`config.mk`:
```
export PLATFORM = sky130hd
export DESIGN_NAME = two_button_chord_click_decoder_top
export DESIGN_NICKNAME = d
export VERILOG_FILES = /design/src/design/tbcc_pkg.sv /design/src/design/two_button_chord_click_decoder_top.sv
export SDC_FILE = /design/constraint.sdc
export NUM_CORES = 1
export LEC_CHECK = 0
export BUFFER_PORTS_ARGS = -buffer_cell sky130_fd_sc_hd__buf_2
export CAP_MARGIN = 15
export CORE_MARGIN = 1.5
export CORE_UTILIZATION = 47
export CTS_CLUSTER_DIAMETER = 80
export CTS_CLUSTER_SIZE = 16
export DETAILED_ROUTE_END_ITERATION = 7
export GPL_TIMING_DRIVEN = 0
export SYNTH_ARGS = -nofsm -noshare
export SYNTH_HDL_FRONTEND = slang
export SYNTH_SLANG_ARGS = --single-unit
```
`constraint.sdc`:
```
create_clock -name clock -period 15.1 [get_ports clock]
set_input_delay 3.775 -clock clock [delete_from_list [all_inputs] [get_ports clock]]
set_output_delay 3.775 -clock clock [all_outputs]
set_load 0.01 [all_outputs]
```
`src/design/tbcc_pkg.sv`:
```
package tbcc_pkg;

   localparam int unsigned TIME_W  = 32;
   localparam int unsigned CFG_W   = 16;
   localparam int unsigned CODE_W  = 6;
   localparam int unsigned CLASS_W = 3;

   // click classes before the long bit is added
   localparam logic [CLASS_W-1:0] CLS_LEFT  = 3'd0;
   localparam logic [CLASS_W-1:0] CLS_RIGHT = 3'd2;
   localparam logic [CLASS_W-1:0] CLS_BOTH  = 3'd4;

   localparam logic [CODE_W-1:0] CODE_RADIX = 6'd6;

   // configuration register indexes
   localparam logic [1:0] REG_DEBOUNCE  = 2'd0;
   localparam logic [1:0] REG_LONG_THR  = 2'd1;
   localparam logic [1:0] REG_TIMEOUT   = 2'd2;

   localparam logic [CFG_W-1:0] DEBOUNCE_RESET = 16'd10;
   localparam logic [CFG_W-1:0] LONG_THR_RESET = 16'd165;
   localparam logic [CFG_W-1:0] TIMEOUT_RESET  = 16'd500;

   // input kind
   localparam logic MODE_EDGE  = 1'b0;
   localparam logic MODE_CHECK = 1'b1;

   typedef struct packed {
      logic              reset_notice;
      logic              press_notice;
      logic              key_valid;
      logic [CODE_W-1:0] key_code;
   } result_type;

endpackage

```
`src/design/two_button_chord_click_decoder_top.sv`:
```
// Two-button chord click decoder. Each request is a button edge (tuser mode 0,
// with the button number) or a timeout check (mode 1), stamped with a wrapping
// millisecond time; every request gives exactly one response. Edges within the
// debounce time of that button's last accepted edge are dropped. A press sets
// press_notice; a release that ends a click classifies it (short/long x
// left/right/both) and the second click of a pair yields key_valid with a
// code 0..35. A check past the timeout with one click pending clears the
// decoder and sets reset_notice. Throughput is one request per cycle while
// responses are taken; a request passes the request register, then the
// response register, and the decoder state is updated in the single pass
// between them. All time differences are 32-bit wrapping values compared
// as signed numbers. Configuration writes take effect on the next cycle and
// should be made while no request is in flight.
module two_button_chord_click_decoder_top (
   input  logic        clock,
   input  logic        reset,
   input  logic        req_tvalid,
   output logic        req_tready,
   input  logic [31:0] req_tdata,   // [31:0] now_ms
   input  logic [1:0]  req_tuser,   // [0] mode, [1] button
   output logic        rsp_tvalid,
   input  logic        rsp_tready,
   output logic [7:0]  rsp_tdata,   // [5:0] key_code, [7:6] zero
   output logic [2:0]  rsp_tuser,   // [0] key_valid, [1] press_notice, [2] reset_notice
   input  logic        csr_we,
   input  logic [1:0]  csr_index,
   input  logic [15:0] csr_wdata
);

   localparam int unsigned TW = tbcc_pkg::TIME_W;
   localparam int unsigned CW = tbcc_pkg::CODE_W;

   // configuration
   logic [tbcc_pkg::CFG_W-1:0] debounce_ff, long_thr_ff, timeout_ff;

   // request register
   logic          in_valid_ff;
   logic          in_mode_ff;
   logic          in_button_ff;
   logic [TW-1:0] in_now_ff;

   // decoder state
   logic [1:0]          level_ff, level_in;
   logic [1:0]          in_click_ff, in_click_in;
   logic [1:0][TW-1:0]  last_edge_ff, last_edge_in;
   logic [CW-1:0]       code_acc_ff, code_acc_in;
   logic                pending_ff, pending_in;

   // response register
   logic                   rsp_valid_ff;
   tbcc_pkg::result_type   rsp_ff, result;

   logic out_free, fire;

   // handshake: the response register frees up when it is empty or its response is taken
   assign out_free   = !rsp_valid_ff || rsp_tready;
   assign fire       = in_valid_ff && out_free;
   assign req_tready = !in_valid_ff || out_free;

   always_ff @(posedge clock) begin
      if (reset) begin
         debounce_ff <= tbcc_pkg::DEBOUNCE_RESET;
         long_thr_ff <= tbcc_pkg::LONG_THR_RESET;
         timeout_ff  <= tbcc_pkg::TIMEOUT_RESET;
      end else if (csr_we) begin
         case (csr_index)
            tbcc_pkg::REG_DEBOUNCE: debounce_ff <= csr_wdata;
            tbcc_pkg::REG_LONG_THR: long_thr_ff <= csr_wdata;
            tbcc_pkg::REG_TIMEOUT:  timeout_ff  <= csr_wdata;
            default: ;
         endcase
      end
   end

   always_ff @(posedge clock) begin
      if (reset) begin
         in_valid_ff <= 1'b0;
      end else if (req_tready) begin
         in_valid_ff <= req_tvalid;
      end
   end

   always_ff @(posedge clock) begin
      if (req_tready && req_tvalid) begin
         in_mode_ff   <= req_tuser[0];
         in_button_ff <= req_tuser[1];
         in_now_ff    <= req_tdata;
      end
   end

   // single decode pass: edge handling, click classification, timeout check
   always_comb begin
      logic [TW-1:0]      age, d0, d1, dmin, newest, idle;
      logic               age_ok, is_short, timed_out, new_level;
      logic [tbcc_pkg::CLASS_W-1:0] cls;

      level_in     = level_ff;
      in_click_in  = in_click_ff;
      last_edge_in = last_edge_ff;
      code_acc_in  = code_acc_ff;
      pending_in   = pending_ff;
      result       = '0;

      age    = in_now_ff - last_edge_ff[in_button_ff];
      age_ok = $signed(age) > $signed({16'd0, debounce_ff});
      new_level = ~level_ff[in_button_ff];

      // hold time: youngest of the two stamps
      d0   = in_now_ff - last_edge_ff[0];
      d1   = in_now_ff - last_edge_ff[1];
      dmin = ($signed(d0) < $signed(d1)) ? d0 : d1;
      is_short = $signed(dmin) < $signed({16'd0, long_thr_ff});

      if (in_click_ff[0] && in_click_ff[1]) begin
         cls = tbcc_pkg::CLS_BOTH;
      end else if (in_click_ff[1]) begin
         cls = tbcc_pkg::CLS_RIGHT;
      end else begin
         cls = tbcc_pkg::CLS_LEFT;
      end
      if (!is_short) begin
         cls = cls + 3'd1;
      end

      newest = ($signed(last_edge_ff[0]) < $signed(last_edge_ff[1])) ?
               last_edge_ff[1] : last_edge_ff[0];
      idle      = in_now_ff - newest;
      timed_out = !($signed(idle) < $signed({16'd0, timeout_ff}));

      if (fire) begin
         if (in_mode_ff == tbcc_pkg::MODE_EDGE) begin
            if (age_ok) begin
               level_in[in_button_ff]     = new_level;
               last_edge_in[in_button_ff] = in_now_ff;
               if (new_level) begin
                  in_click_in[in_button_ff] = 1'b1;
                  result.press_notice       = 1'b1;
               end else if (in_click_ff != 2'b00) begin
                  in_click_in = 2'b00;
                  if (pending_ff) begin
                     result.key_valid = 1'b1;
                     result.key_code  = code_acc_ff + CW'(cls);
                     code_acc_in      = '0;
                     pending_in       = 1'b0;
                  end else begin
                     code_acc_in = CW'(cls) * tbcc_pkg::CODE_RADIX;
                     pending_in  = 1'b1;
                  end
               end
            end
         end else if (timed_out && pending_ff) begin
            // discard the half-entered code, clear levels and clicks, keep the stamps
            result.reset_notice = 1'b1;
            level_in    = 2'b00;
            in_click_in = 2'b00;
            code_acc_in = '0;
            pending_in  = 1'b0;
         end
      end
   end

   always_ff @(posedge clock) begin
      if (reset) begin
         level_ff     <= 2'b00;
         in_click_ff  <= 2'b00;
         last_edge_ff <= '0;
         code_acc_ff  <= '0;
         pending_ff   <= 1'b0;
      end else begin
         level_ff     <= level_in;
         in_click_ff  <= in_click_in;
         last_edge_ff <= last_edge_in;
         code_acc_ff  <= code_acc_in;
         pending_ff   <= pending_in;
      end
   end

   always_ff @(posedge clock) begin
      if (reset) begin
         rsp_valid_ff <= 1'b0;
      end else if (out_free) begin
         rsp_valid_ff <= fire;
      end
   end

   always_ff @(posedge clock) begin
      if (fire) begin
         rsp_ff <= result;
      end
   end

   assign rsp_tvalid = rsp_valid_ff;
   assign rsp_tdata  = {2'b00, rsp_ff.key_code};
   assign rsp_tuser  = {rsp_ff.reset_notice, rsp_ff.press_notice, rsp_ff.key_valid};

`ifndef ASSERT_OFF
   // at most one kind of notice per response
   a_one_notice: assert property (@(posedge clock) disable iff (reset)
      rsp_valid_ff |-> $onehot0({rsp_ff.reset_notice, rsp_ff.press_notice, rsp_ff.key_valid}))
      else $error("more than one notice in a response");

   // the code field is only nonzero with a completed key
   a_code_zero: assert property (@(posedge clock) disable iff (reset)
      (rsp_valid_ff && !rsp_ff.key_valid) |-> (rsp_ff.key_code == '0))
      else $error("key_code set without key_valid");

   // with no click pending the accumulator must be clear
   a_acc_clear: assert property (@(posedge clock) disable iff (reset)
      !pending_ff |-> (code_acc_ff == '0))
      else $error("code accumulator dirty with no pending click");

   // a timeout discard leaves the decoder fully cleared
   a_discard: assert property (@(posedge clock) disable iff (reset)
      (fire && result.reset_notice) |=>
         (!pending_ff && in_click_ff == 2'b00 && level_ff == 2'b00))
      else $error("timeout discard did not clear state");

   // a completed key consumes the pending click
   a_key_done: assert property (@(posedge clock) disable iff (reset)
      (fire && result.key_valid) |-> pending_ff ##1 !pending_ff)
      else $error("key completed without a pending click");
`endif

endmodule
```
==> summary.md, run 1 <==
| Metric | Value |
|---|---|
| # hold bufs at CTS | `0` |
| Total setup buffers inserted after CTS | `0` |
| Kind of critical path | `flop to flop` |
| Proportion of layout cells with a drive suffix above 1 | `7.786%` |
| Via/cell ratio | `5.880` |
| GRT Util Overall | `roughly 28%` |
| CTS Buf Count | `17` |
| Static leakage | `about 7.5 nW` |
| Routability cong. | `approximately 0.91` |
| DR DRC count | `0` |
| Outcome | `finished clean` |
| Max Cap Viol | `0` |
| Clock root buffer | `clkbuf_16` |
| Total negative slack | `0 ps` |
| Worst Path Max Fanout | `10` |
| Clock tree buffer depth | `2` |
| Synth warn | `0` |
| Max Freq | `101.5 MHz` |
| Max VDD drop | `0.00008820 V` |
| RSZ-0062 raised after global routing | `no` |
| Core ar. | `between 30,000 and 40,000 um^2` |
| Net count, final | `2,428` |
| Synthesized area | `16,440 um^2` |
| Die Area | `36,110 um^2` |
| Die width | `approximately 190 um` |
| Least-Margin Pin Slew | `around 990 ps` |
| Starting density of the core | `a little under half` |
| Finish-stage setup viols | `0` |
| Asr flop ratio synth | `0%` |
| Number of synthesized flops with an enable pin | `43` |
| ANT cells | `0` |
| Pin count of the biggest net entering global routing | `35` |
| IO Pins | `70` |
| Gr ovfl total | `0` |
| Clk sink count | `167` |
| Post-cts sizing count | `0` |
| Layout Area Growth over Synthesis | `9.529%` |
| Vias | `15,290` |
| Post-detail-place hpwl | `41,820 um` |
| CP most frequent cell | `ha_1` |
| Drt total wl | `51,100 um` |
| Clock transition at the registers of the reported paths | `70 ps` |
| Sequential area share after synthesis | `between 20% and 30%` |
| Final Max Tran Viols | `0` |
| Clock Skew | `between 10 and 15 ps` |
| Row cnt | `68` |
| Die Height | `190.0 um` |
| Number of iterations in the first detailed-routing pass | `5` |
| Worst-Skew Late Latency | `~460 ps` |
| Slowest-stage cell, CP | `o311ai_0` |
| CP max stage delay | `630 ps` |
| Final Hold Vio Count | `0` |
| Routed length per placed instance | `19.66 um` |
| Number of global-route vias before repair | `14,560` |
| DRT iter0 DRCs | `around 1,300` |
| Rel. slew slack | `33.82%` |
| Worst Setup End Kind | `flop` |
| Antenna violations before repair | `0` |
| Post-synthesis cell count | `about 2,000` |
| PwrDens | `83.83 nW/um^2` |
| Synth cell types | `95` |
| Final period util | `65.24%` |
| CTS tree | `built` |
| Worst min path class | `flop to flop` |
| Syn avg cell area | `8.047 um^2` |
| Pre-CTS setup slack | `between 5000 and 6000 ps` |
| CTS HTree Levels | `4` |
| Final worst-path setup slack | `5249 ps` |
| Critical path required time | `15,450 ps` |
| Synth Flop Type | `dfxtp_1` |
| Register bit total from synthesis | `roughly 170` |
| Crit path DAT | `~10,000 ps` |
| Antenna-violating nets left | `0` |
| I/O Buffers | `66` |
| Tmin final | `9851 ps` |
| First-pass GRT wire length | `79,700 um` |
| Worst Setup Start Kind | `flop` |
## worst paths after layout
check	startpoint	to	slack (ps)	cells past startpoint
setup / recovery	in_now_ff[0]	code_acc_ff[4]	5250	38
hold / removal	debounce_ff[4]	debounce_ff[4]	460	2
setup reg to reg	in_now_ff[0]	code_acc_ff[4]	5250	38
hold reg to reg	debounce_ff[4]	debounce_ff[4]	460	2
## layout by cell type, fill, tap and decap left out, drive strengths merged, types with 11 or more instances in the layout
cell    netlist  final
nand2       190    190
a31oi        20     20
nand4        24     24
o21ai        92     92
o21a         27     27
a211oi       22     22
dfxtp       124    124
xnor2        53     53
a21o         62     62
o211ai       31     31
nor3         21     21
edfxtp       43     43
inv         174    180
nand3        38     38
nor4         11     11
o21bai       16     16
or2          15     15
buf          16     85
and2         15     15
nand2b       29     29
a21oi       202    202
clkbuf       46     66
and3         19     19
nor2        185    185
ha          234    234
xor2         39     39
nor2b        18     18
mux2i       105    105
## kinds of logic after synthesis
family          count (synthesis)  share of synthesized area (%)
other cells                     1                        0.02281
xor+xnor                       92                          4.901
mux                           108                          6.599
simple gates                  615                          17.86
buf+inv                       236                          5.662
fa+ha+maj                     240                          18.49
flops                         167                          22.95
compound gates                584                          23.51
## critical path: cells and delay by family (launching register included)
kind,cells,cell delay [ps]
xor+xnor,1,120
buf+inv,5,990
simple gates,8,1850
flops,1,450
fa+ha+maj,6,1690
compound gates,18,4640
## where the power goes
part,total [mW],internal (mW),switching (mW)
sequential,0.494,0.474,0.0203
clock,0.481,0.268,0.213
combinational,0.534,0.208,0.326
## through the flow
stage                     power [mW]  utilization [%]  instance area, um^2  hold WS [ps]  std cells
after floorplan               0.8798                -                16440         436.3       2044
after global placement         1.017            50.33                17340         442.4       2565
after detailed placement       1.027            50.41                17370         451.5       2567
after CTS                      1.510            52.24                18000         461.3       2599
after global routing           1.593            52.25                18010         478.3       2600
final                          1.509            52.25                18010         459.5       2600
## synthesized netlist by cell type (9+ instances only)
cell / instances / share of area [%]
ha_1: 234 / 18
a21oi_1: 200 / 6.1
nand2_1: 190 / 4.3
nor2_1: 185 / 4.2
inv_1: 173 / 4.0
dfxtp_1: 124 / 15
mux2i_1: 105 / 6.4
o21ai_0: 88 / 2.7
a21o_1: 62 / 2.8
xnor2_1: 53 / 2.8
clkbuf_1: 45 / 1.0
edfxtp_1: 43 / 7.9
xor2_1: 39 / 2.1
nand3_1: 37 / 1.1
o211ai_1: 30 / 1.4
nand2b_1: 29 / 1.1
o21a_1: 26 / 1.2
nand4_1: 24 / 0.91
nor3_1: 21 / 0.64
a211oi_1: 20 / 0.91
a31oi_1: 20 / 0.76
and3_1: 19 / 0.72
nor2b_1: 18 / 0.68
o21bai_1: 16 / 0.73
and2_1: 15 / 0.57
or2_2: 15 / 0.57
nor4_1: 11 / 0.42
or3_1: 9 / 0.34
or4_1: 9 / 0.41
## sequential cells by signal (all words and copies together), names as in the netlist
register and flops:
pending_ff 1, in_now_ff 32, rsp_tdata 6, in_mode_ff 1, code_acc_ff 5, last_edge_ff 64
in_button_ff 1, timeout_ff 16, rsp_tuser 3, in_valid_ff 1, debounce_ff 16, long_thr_ff 16
rsp_tvalid 1, level_ff 2, in_click_ff 2
## area by class of cell
type                            count  area (um^2)
Sequential cell                   167         3774
Clock buffer                       20        478.0
Fill cell                        3376        16450
Tap cell                          455        569.3
Buffer                             62        277.8
Clock inverter                     12        151.4
Multi-Input combinational cell   1641        11740
Inverter                          174        653.1
Timing Repair Buffer               69        362.8
## metal layers
metal  track usage (%)  part of all wire [%]  vias up
li1                  -                     -     7609
met1             41.18                    49     7192
met2             44.69                    43      432
met3             2.564                   5.4       55
met4             8.211                   2.0        0
met5                 0                     0        -
Note: power is estimated with default switching activity, not from simulation.
==> run 2, diff against run 1 <==
==> constraint.sdc (replaced) <==
create_clock -name clock -period 9.1 [get_ports clock]
set_input_delay 2.275 -clock clock [delete_from_list [all_inputs] [get_ports clock]]
set_output_delay 2.275 -clock clock [all_outputs]
set_load 0.01 [all_outputs]
==> summary.md, run 2 (synthesis results as in run 1) <==
| Metric | Value |
|---|---|
| Antenna-violating nets left | `0 (unchanged)` |
| Fin area | `18,140 um^2 (+0.74%)` |
| Outcome | `finished clean` |
| Final Max Tran Viols | `0 (unchanged)` |
| Placement Cell Area | `17,370 um^2 (unchanged)` |
| Max VDD drop | `0.0001464 V (+66%)` |
| Drt total wl | `51,150 um (about the same)` |
| Routed length per placed instance | `19.60 um (-0.29%)` |
| GRT Util Overall | `28.49% (+0.033 points)` |
| Worst Setup End Kind | `flop` |
| # hold bufs at CTS | `0 (unchanged)` |
| Number of iterations in the first detailed-routing pass | `5 (unchanged)` |
| Antenna violations before repair | `0 (unchanged)` |
| I/O Buffers | `66 (unchanged)` |
| Total negative slack | `0 ps (unchanged)` |
| Least-Margin Pin Slew | `1022 ps (+28.99 ps)` |
| Final std cells w/o fill | `2,610 (+0.38%)` |
| Starting density of the core | `47.71% (unchanged)` |
| Final period util | `95.06% (+30 points)` |
| CTS Buf Count | `17 (unchanged)` |
| Proportion of layout cells with a drive suffix above 1 | `8.677% (+0.89 points)` |
| Max FFs per register | `64 (unchanged)` |
| Gr ovfl total | `0 (unchanged)` |
| Regs by FF count | `last_edge_ff x64, in_now_ff x32` |
| Slowest-stage cell, CP | `or4_1` |
| Pin count of the biggest net entering global routing | `35 (unchanged)` |
| Kind of critical path | `flop to flop` |
| Final worst-path setup slack | `449.3 ps (-4800 ps)` |
| CTS tree | `built` |
| Worst-Skew Late Latency | `460 ps (about the same)` |
| DR DRC count | `0 (unchanged)` |
| Net count, final | `2,438 (+0.41%)` |
| Clock transition at the registers of the reported paths | `70 ps (about the same)` |
| Worst Setup Start Kind | `flop` |
| Rel. slew slack | `31.63% (-2.2 points)` |
| Pre-CTS setup slack | `-588.9 ps (-6000 ps)` |
| Placed cells | `2,567 (unchanged)` |
| First-pass GRT wire length | `79,800 um (+0.12%)` |
| PwrDens | `139.0 nW/um^2 (+66%)` |
| Pwr Total | `2.522 mW (+67%)` |
| Final Util | `52.64% (+0.38 points)` |
| Die Height | `190.0 um (unchanged)` |
| Final Hold Vio Count | `0 (unchanged)` |
| Clock Skew | `12.32 ps (-1.492 ps)` |
| Max Freq | `115.6 MHz (+14%)` |
| Die width | `190.0 um (unchanged)` |
| Worst min path class | `flop to flop` |
| Max Cap Viol | `0 (unchanged)` |
| DRT iter0 DRCs | `1,206 (-5.3%)` |
| Clock root buffer | `clkbuf_16` |
| Sequential Area | `3774 um^2 (unchanged)` |
| Static leakage | `7.565 nW (+0.93%)` |
| Number of global-route vias before repair | `14,550 (-0.082%)` |
| Clk sink count | `167 (unchanged)` |
| Via/cell ratio | `5.871 (-0.15%)` |
| Most frequent cells in the layout | `ha_1, a21oi_1, nand2_1` |
| Critical path required time | `9450 ps (-6000 ps)` |
| Clock tree buffer depth | `2 (unchanged)` |
| Crit path DAT | `9000 ps (-1200 ps)` |
| Layout Area Growth over Synthesis | `10.34%` |
| Fin Hold WS | `459.5 ps (+0.02100 ps)` |
| CP most frequent cell | `a21o_1` |
| Most common cell after layout, fill and taps aside | `ha_1` |
| Worst Path Max Fanout | `10 (unchanged)` |
| Die Area | `36,110 um^2 (unchanged)` |
| CTS HTree Levels | `4 (unchanged)` |
| ANT cells | `0 (unchanged)` |
| CP max stage delay | `500 ps (-130 ps)` |
| Area of the multi-input gates | `11,790 um^2 (+0.38%)` |
| Routability cong. | `0.9087 (unchanged)` |
| FILL cells | `3,368 (-0.24%)` |
| Post-detail-place hpwl | `41,820 um (unchanged)` |
| IO Pins | `70 (unchanged)` |
| Tmin final | `8651 ps (-1200 ps)` |
| Finish-stage setup viols | `0 (unchanged)` |
| Core ar. | `34,460 um^2 (unchanged)` |
| Vias | `15,320 (+0.24%)` |
| Reg with most FFs | `last_edge_ff` |
| Row cnt | `68 (unchanged)` |
## run 2: cell count changes in the layout (fill, tap and decap cells not counted), sizes merged
cell  delta
buf     +10
## run 2: what timing repair did
item,in CTS,in global routing
setup endpoints to repair,5,40
gates cloned,0,0
pin swaps,1,6
gates resized for setup,6,16
buffers inserted,2,8
## run 2: layout make-up
class                           count  share of cell area, %
Clock inverter                     12                 0.8347
Buffer                             62                  1.600
Tap cell                          455                  3.139
Inverter                          174                  3.601
Sequential cell                   167                  20.80
Multi-Input combinational cell   1641                  64.97
Timing Repair Buffer               79                  2.414
Clock buffer                       20                  2.635
## run 2: path summary, 6_finish.rpt
path               startpoint        endpoint  slack, ps  cells past startpoint
min            debounce_ff[4]  debounce_ff[4]        460                      2
max          last_edge_ff[33]  code_acc_ff[5]        450                     36
max reg2reg  last_edge_ff[33]  code_acc_ff[5]        450                     36
min reg2reg    debounce_ff[4]  debounce_ff[4]        460                      2
## run 2: worst max-delay path, delay by kind of cell (launching register included)
kind | cells | cell delay, ps
AO/OA/AOI/OAI | 14 | 3370
adder cells (fa/ha/maj) | 3 | 820
buffers and inverters | 3 | 510
flip-flops | 1 | 380
AND/OR/NAND/NOR | 16 | 3460
## run 2: power by group
group	switching, mW	internal [mW]
clock network	0.351	0.445
registers	0.0324	0.786
logic	0.547	0.360
total	0.931	1.59
## run 2: metal layers
metal  track usage [%]  vias up  share of wire (%)
li1                  -     7625                  -
met1             41.24     7212                 49
met2             44.79      440                 43
met3             2.601       47                5.4
met4             8.028        0                1.9
met5                 0        -                  0
